### src/rtl/tfc_pkg.sv
// ----------------------------------------------------------------------------
// Typeahead FIFO package
// Shared types, control character codes and default sizes for the per-device
// typeahead queue with software flow control.
// ----------------------------------------------------------------------------
package tfc_pkg;

  localparam int QueueDepthDefault = 32;
  localparam int NumDevicesDefault = 3;

  localparam logic [7:0] CH_ABORT  = 8'h03;
  localparam logic [7:0] CH_RESUME = 8'h11;
  localparam logic [7:0] CH_PAUSE  = 8'h13;
  localparam logic [7:0] CH_CANCEL = 8'h18;

  localparam logic REQ_RECEIVE = 1'b0;
  localparam logic REQ_READ    = 1'b1;

  typedef struct packed {
    logic        req_type;
    logic [1:0]  device;
    logic [31:0] key_code;
  } req_t;

  typedef struct packed {
    logic [31:0] read_code;
    logic        read_valid;
    logic        bell;
    logic        abort;
    logic        hold;
    logic        nonempty;
  } rsp_t;

  typedef struct packed {
    logic wr_en;
    logic rd_en;
  } mem_cmd_t;

endpackage

### src/rtl/tfc_queue_mem.sv
// ----------------------------------------------------------------------------
// Typeahead queue storage
// One synchronous memory holding every device's queue, one write port and
// one read port with registered read data.
// ----------------------------------------------------------------------------
module tfc_queue_mem #(
  parameter int DEPTH  = 96,
  parameter int ADDR_W = 7
) (
  input  logic                clk,
  input  tfc_pkg::mem_cmd_t   cmd,
  input  logic [ADDR_W-1:0]   wr_addr,
  input  logic [31:0]         wr_data,
  input  logic [ADDR_W-1:0]   rd_addr,
  output logic [31:0]         rd_data
);

  logic [31:0] mem [DEPTH];

  always_ff @(posedge clk) begin
    if (cmd.wr_en) begin
      mem[wr_addr] <= wr_data;
    end
    if (cmd.rd_en) begin
      rd_data <= mem[rd_addr];
    end
  end

endmodule

### src/rtl/tfc_ctrl.sv
// ----------------------------------------------------------------------------
// Typeahead queue control
// Per-device head, tail, fill count and hold flag; decodes control
// characters, issues queue memory accesses and registers the result flags.
// ----------------------------------------------------------------------------
module tfc_ctrl #(
  parameter int QUEUE_DEPTH = tfc_pkg::QueueDepthDefault,
  parameter int NUM_DEVICES = tfc_pkg::NumDevicesDefault,
  parameter int ADDR_W      = 7
) (
  input  logic                clk,
  input  logic                rst,
  input  logic                accept,
  input  tfc_pkg::req_t       req,
  output tfc_pkg::mem_cmd_t   cmd,
  output logic [ADDR_W-1:0]   wr_addr,
  output logic [ADDR_W-1:0]   rd_addr,
  output logic                strobe,
  output tfc_pkg::rsp_t       flags
);

  localparam int PTR_W  = $clog2(QUEUE_DEPTH);
  localparam int CNT_W  = $clog2(QUEUE_DEPTH + 1);
  localparam int DIDX_W = (NUM_DEVICES > 1) ? $clog2(NUM_DEVICES) : 1;
  localparam logic [PTR_W-1:0] PTR_LAST  = PTR_W'(QUEUE_DEPTH - 1);
  localparam logic [CNT_W-1:0] CNT_FULL  = CNT_W'(QUEUE_DEPTH);
  localparam logic [3:0]       DEV_LIMIT = 4'(NUM_DEVICES);

  logic [PTR_W-1:0] head [NUM_DEVICES];
  logic [PTR_W-1:0] tail [NUM_DEVICES];
  logic [CNT_W-1:0] count [NUM_DEVICES];
  logic [NUM_DEVICES-1:0] hold;

  logic              dev_ok;
  logic [DIDX_W-1:0] dev;
  logic [PTR_W-1:0]  cur_head;
  logic [PTR_W-1:0]  cur_tail;
  logic [CNT_W-1:0]  cur_count;
  logic              cur_hold;
  logic [PTR_W-1:0]  head_next;
  logic [PTR_W-1:0]  tail_next;
  logic [CNT_W-1:0]  count_next;
  logic              hold_next;
  logic              push;
  logic              pop;
  logic              bell_next;
  logic              abort_next;
  logic [PTR_W-1:0]  wr_ptr;
  logic [7:0]        ch;
  logic [ADDR_W-1:0] dev_base;

  function automatic logic [PTR_W-1:0] wrap_inc(input logic [PTR_W-1:0] p);
    return (p == PTR_LAST) ? '0 : p + PTR_W'(1);
  endfunction

  assign dev_ok    = {2'b00, req.device} < DEV_LIMIT;
  assign dev       = DIDX_W'(req.device);
  assign cur_head  = head[dev];
  assign cur_tail  = tail[dev];
  assign cur_count = count[dev];
  assign cur_hold  = hold[dev];
  assign ch        = req.key_code[7:0];
  assign dev_base  = ADDR_W'(req.device) * ADDR_W'(QUEUE_DEPTH);

  always_comb begin
    head_next  = cur_head;
    tail_next  = cur_tail;
    count_next = cur_count;
    hold_next  = cur_hold;
    push       = 1'b0;
    pop        = 1'b0;
    bell_next  = 1'b0;
    abort_next = 1'b0;
    wr_ptr     = cur_tail;
    if (req.req_type == tfc_pkg::REQ_RECEIVE) begin
      priority if (ch == tfc_pkg::CH_ABORT) begin
        head_next  = '0;
        tail_next  = '0;
        count_next = '0;
        hold_next  = 1'b0;
        abort_next = 1'b1;
      end else if (ch == tfc_pkg::CH_PAUSE) begin
        hold_next = 1'b1;
      end else if (ch == tfc_pkg::CH_RESUME) begin
        hold_next = 1'b0;
      end else if (ch == tfc_pkg::CH_CANCEL) begin
        push       = 1'b1;
        wr_ptr     = '0;
        head_next  = '0;
        tail_next  = PTR_W'(1);
        count_next = CNT_W'(1);
      end else if (cur_count == CNT_FULL) begin
        bell_next = 1'b1;
      end else begin
        push       = 1'b1;
        tail_next  = wrap_inc(cur_tail);
        count_next = cur_count + CNT_W'(1);
      end
    end else if (cur_count != '0) begin
      pop        = 1'b1;
      count_next = cur_count - CNT_W'(1);
      if (count_next == '0) begin
        head_next = '0;
        tail_next = '0;
      end else begin
        head_next = wrap_inc(cur_head);
      end
    end
  end

  assign cmd.wr_en = accept && dev_ok && push;
  assign cmd.rd_en = accept && dev_ok && pop;
  assign wr_addr   = dev_base + ADDR_W'(wr_ptr);
  assign rd_addr   = dev_base + ADDR_W'(cur_head);

  always_ff @(posedge clk) begin
    if (rst) begin
      for (int i = 0; i < NUM_DEVICES; i++) begin
        head[i]  <= '0;
        tail[i]  <= '0;
        count[i] <= '0;
      end
      hold   <= '0;
      strobe <= 1'b0;
      flags  <= '0;
    end else begin
      strobe <= accept;
      if (accept) begin
        flags <= '0;
        if (dev_ok) begin
          head[dev]        <= head_next;
          tail[dev]        <= tail_next;
          count[dev]       <= count_next;
          hold[dev]        <= hold_next;
          flags.read_valid <= pop;
          flags.bell       <= bell_next;
          flags.abort      <= abort_next;
          flags.hold       <= hold_next;
          flags.nonempty   <= count_next != '0;
        end
      end
    end
  end

endmodule

### src/rtl/typeahead_fifo_flow_control.sv
// ----------------------------------------------------------------------------
// Typeahead FIFO with flow control
// Per-device receive queues with Ctrl-C abort, Ctrl-S/Ctrl-Q hold and
// Ctrl-X cancel, plus reads of the oldest queued code.
//
// A request is transferred at a rising edge with start high and busy low.
// A receive request queues or interprets the code for its device; a read
// request pops that device's oldest code. Each request produces exactly one
// result, shown on rsp with strobe high in the cycle after the transfer.
// The receiver takes every result; there is no back-pressure.
// Results are registered, the read code by the read port of the queue
// memory. A new request may be transferred in every cycle while busy is low,
// since each request touches the memory at most once.
// Reset empties all queues and clears all hold flags at once; busy is high
// during reset and in the cycle following it.
// Requests naming a device beyond the configured count give an all-zero
// result and change nothing.
// ----------------------------------------------------------------------------
module typeahead_fifo_flow_control #(
  parameter int QUEUE_DEPTH = tfc_pkg::QueueDepthDefault,
  parameter int NUM_DEVICES = tfc_pkg::NumDevicesDefault
) (
  input  logic           clk,
  input  logic           rst,
  input  logic           start,
  output logic           busy,
  input  tfc_pkg::req_t  req,
  output logic           strobe,
  output tfc_pkg::rsp_t  rsp
);

  localparam int MEM_DEPTH = NUM_DEVICES * QUEUE_DEPTH;
  localparam int ADDR_W    = (MEM_DEPTH > 1) ? $clog2(MEM_DEPTH) : 1;

  tfc_pkg::mem_cmd_t cmd;
  tfc_pkg::rsp_t     flags;
  logic [ADDR_W-1:0] wr_addr;
  logic [ADDR_W-1:0] rd_addr;
  logic [31:0]       rd_data;
  logic              accept;
  logic              warmup;

  always_ff @(posedge clk) begin
    if (rst) begin
      warmup <= 1'b1;
    end else begin
      warmup <= 1'b0;
    end
  end

  assign busy   = rst || warmup;
  assign accept = start && !busy;

  tfc_ctrl #(
    .QUEUE_DEPTH (QUEUE_DEPTH),
    .NUM_DEVICES (NUM_DEVICES),
    .ADDR_W      (ADDR_W)
  ) u_ctrl (
    .clk     (clk),
    .rst     (rst),
    .accept  (accept),
    .req     (req),
    .cmd     (cmd),
    .wr_addr (wr_addr),
    .rd_addr (rd_addr),
    .strobe  (strobe),
    .flags   (flags)
  );

  tfc_queue_mem #(
    .DEPTH  (MEM_DEPTH),
    .ADDR_W (ADDR_W)
  ) u_mem (
    .clk     (clk),
    .cmd     (cmd),
    .wr_addr (wr_addr),
    .wr_data (req.key_code),
    .rd_addr (rd_addr),
    .rd_data (rd_data)
  );

  always_comb begin
    rsp           = flags;
    rsp.read_code = flags.read_valid ? rd_data : 32'd0;
  end

endmodule
### config.mk
export PLATFORM = sky130hd
export DESIGN_NAME = typeahead_fifo_flow_control
export DESIGN_NICKNAME = d
export VERILOG_FILES = /design/src/rtl/tfc_pkg.sv /design/src/rtl/tfc_queue_mem.sv /design/src/rtl/tfc_ctrl.sv /design/src/rtl/typeahead_fifo_flow_control.sv
export SDC_FILE = /design/constraint.sdc
export NUM_CORES = 2
export LEC_CHECK = 0
export BUFFER_PORTS_ARGS = -buffer_cell sky130_fd_sc_hd__buf_4
export CAP_MARGIN = 40
export CORE_MARGIN = 2
export CORE_UTILIZATION = 60
export CTS_BUF_LIST = sky130_fd_sc_hd__clkbuf_8
export CTS_CLUSTER_SIZE = 28
export DETAILED_ROUTE_END_ITERATION = 8
export HOLD_SLACK_MARGIN = 0.02
export PLACE_DENSITY = 0.76
export SYNTH_ARGS = -nofsm -noshare
export SYNTH_HDL_FRONTEND = slang
export SYNTH_SLANG_ARGS = --single-unit
### constraint.sdc
create_clock -name clk -period 12 [get_ports clk]
set_input_delay 1.2 -clock clk [delete_from_list [all_inputs] [get_ports clk]]
set_output_delay 1.2 -clock clk [all_outputs]
set_load 0.03 [all_outputs]
==> summary.txt <==
Final Hold Viols = 0
Required time of the critical path = 12.79 ns
Nets = 6,896
Achievable frequency = 0.153 GHz
Clock slew at reported path FFs = 0.07 ns
Setup crit end kind = register
Post-synth top area cell = edfxtp_1
CTS tree = built
Post-synth ARST share = 0%
Setup crit start kind = input pin
H-Tree Depth = 5
Seq pwr share = 55.3%
Initial DRC count = 11,100
Critical path class = input pin to register
RSZ-0062 raised after global routing = false
Clk_skew = 0.114 ns
Fraction of layout cells with a size suffix above 1 = 20.7%
Die area = 209,000 µm²
Peak supply drop = 0.122 mV
Dpl ws = 4.54 ns
Area fraction of the dominant cell type after synthesis = 77.3%
Syn Area/Cell = 19.2 µm²
Yosys warns = 0
Clock Tree Root = clkbuf_8
Flops & latches, synth = 3,178
CP arrival = 7.33 ns
Top cells by area, synth = edfxtp_1 (77%), mux4_2 (8.1%), mux2i_1 (2.9%), nand2_1 (1.7%), a22oi_1 (1.0%)
CTS Sinks = 3,178
Leakage = 43.9 nW
Post-synthesis sequential area ratio = 77.5%
CP cell instances = buf_4, mux2i_1, mux2_8, inv_8, buf_4, mux4_2, a22oi_1, nand4_1, a2111oi_1, buf_4, nand4_1
Hold_buf cts = 0
Vias in the first global route = 66,700
Initial antenna violation count = 23
Final Max Tran Viols = 0
Worst skew pair latency = 1.16 ns
Status = completed
Global-route wire length before repair = 479 mm
Distinct cells, synth = 79
Post-synth EDFFs = 3,168
Sw Pwr = 5.32 mW
Crit-path max FO = 85
Boundary Pins = 77
Post_cts resized = 0
Clock tree buffer depth = 4
Fillers = 12,500
# rows = 166
Sw Ratio = 24.0%
Sum of negative setup slack = 0 ns
Combinational power share = 8.8%
CORE AREA = 204,000 µm²
PortBufs = 76
Final setup margin = 5.45 ns
Post-route ant nets = 0
Pwr Density = 162 nW/µm²
Worst path most repeated cell = buf_4
DR DRC count = 0
# placed instances = 9,055
Post-CTS Setup Repair Bufs = 0
DR vias/cell = 6.92
Final setup violation count = 0
Clk pwr share = 36.0%
Area grow syn2layout = 11.2%
Routed wire length = 341 mm
Worst R2R Setup Slack = 5.82 ns
Crit share post-route = 54.6%
Final core area utilization = 67.0%
Total power = 22.2 mW
Delay-heaviest family, CP = buffers and inverters
Final Critical Period = 6.55 ns
Maxcap violations = 0
Max transition margin = 30.2%
CP max-delay cell = a2111oi_1
Worst slew pin tran = 1.04 ns
Routed wire length per instance = 34.5 µm
Post-synth top flop = edfxtp_1
Initial Util = 60.3%
Post-synthesis cell count = 6,401
Die height = 457 µm
Die W = 457 µm
Post-detail-place hpwl = 193 mm
Iteration count of the initial detailed-routing pass = 8
Worst Hold Class = input pin to register
Crit-path max cell delay = 1.10 ns
Gr usage total = 32.4%
Total CTS buffers = 479
Total number of vias = 68,600
Post-Synthesis Cell Area = 123,000 µm²
Power Internal = 16.8 mW
Pin count of the biggest net entering global routing = 149
GPL Wtd Cong = 0.894
CP Buf/Inv Count = 4
Total congestion overflow = 0
Layout Cells excl Fill = 9,910
==> per-stage QoR <==
stage,hold slack [ns],instance area [µm²]
after floorplan,0.456,123000
after global placement,0.471,128000
after detailed placement,0.482,128000
after CTS,0.220,137000
after global routing,0.242,137000
final,0.277,137000
==> cells by family (layout without fill, tap and decap cells) <==
kind of cell	count (synthesis)	in the layout	synth area share, %
AO/OA/AOI/OAI	824	824	5.15
XOR/XNOR	5	5	0.0356
adder cells (fa/ha/maj)	8	8	0.0814
buffers and inverters	407	1200	1.68
flip-flops	3178	3178	77.5
multiplexers	837	837	11.3
other	1	29	0.00305
AND/OR/NAND/NOR	1141	1141	4.24
==> routing by layer <==
metal / part of all wire, % / global-route usage (%)
met2: 47 / 50.1
met5: 0.018 / 0
met4: 5.6 / 16.1
met1: 34 / 43.6
met3: 13 / 8.16
==> cell usage in the layout (no fill, tap or decap), drive strengths merged, types with 11 or more instances in the layout <==
| master | instances |
|---|---|
| clkinv | 168 |
| nand4 | 56 |
| mux2 | 35 |
| edfxtp | 3168 |
| a31oi | 63 |
| buf | 330 |
| nor2b | 104 |
| and3 | 57 |
| nor4 | 13 |
| o2111ai | 24 |
| mux2i | 362 |
| o221ai | 17 |
| nor3 | 19 |
| and2 | 35 |
| a21oi | 48 |
| o21ai | 75 |
| a22oi | 168 |
| inv | 197 |
| nor2 | 194 |
| a32oi | 65 |
| clkbuf | 486 |
| a311oi | 57 |
| bufinv | 11 |
| nand2 | 553 |
| a22o | 44 |
| a221oi | 67 |
| diode | 13 |
| nand3 | 71 |
| a2111oi | 25 |
| a211oi | 99 |
| conb | 16 |
| mux4 | 440 |
| a32o | 25 |
==> power by group through the flow <==
stage,registers (mW),clock network [mW],logic [mW]
5_1_grt,12.2,8.46,2.01
4_1_cts,12.3,8.00,1.90
3_5_place_dp,12.5,0,1.89
3_3_place_gp,12.5,0,1.82
2_1_floorplan,12.5,0,1.11
6_report,12.3,7.97,1.94
==> flip-flops by register name, indices dropped and copies added (netlist names) <==
register       count
u_ctrl.tail       20
warmup             1
u_ctrl.hold        3
u_ctrl.strobe      1
u_ctrl.head       20
u_ctrl.flags       5
u_mem.mem       3072
u_mem.rd_data     32
u_ctrl.count      24
==> final cells by class <==
cell class / instances / area [µm²] / share of cell area (%)
antenna: 13 / 32.5 / 0.0238
clock buffer: 486 / 6690 / 4.89
clock inverter: 354 / 1700 / 1.24
inverter: 27 / 116 / 0.0851
multi-input combinational: 2831 / 26600 / 19.4
sequential: 3178 / 95300 / 69.7
tap: 2688 / 3360 / 2.46
timing repair buffer: 333 / 2980 / 2.18
==> synth_stat cells, drive strengths merged, types with 8 or more instances <==
| master | n |
|---|---|
| o21ai | 75 |
| inv | 26 |
| a22o | 44 |
| ha | 8 |
| and2 | 35 |
| a221oi | 67 |
| nand2b | 9 |
| a2111oi | 25 |
| mux4 | 440 |
| a211oi | 99 |
| edfxtp | 3168 |
| nor4 | 13 |
| a32oi | 65 |
| a21oi | 48 |
| nand2 | 553 |
| nor3 | 19 |
| and3 | 57 |
| clkbuf | 150 |
| mux2 | 35 |
| nor2 | 194 |
| a311oi | 57 |
| nand4 | 56 |
| a32o | 25 |
| buf | 230 |
| nand3 | 71 |
| dfxtp | 10 |
| a22oi | 168 |
| o221ai | 17 |
| a31oi | 63 |
| o2111ai | 24 |
| nor2b | 104 |
| mux2i | 362 |
==> path summary, 6_finish.rpt <==
path,startpoint,end,depth (start not counted)
max,req[33],u_mem.rd_data[1],11
min,rst,warmup,1
max reg2reg,u_ctrl.head[2][0],u_mem.rd_data[1],10
min reg2reg,u_ctrl.hold[1],u_ctrl.hold[1],2
Note: power is estimated with default switching activity, not from simulation.
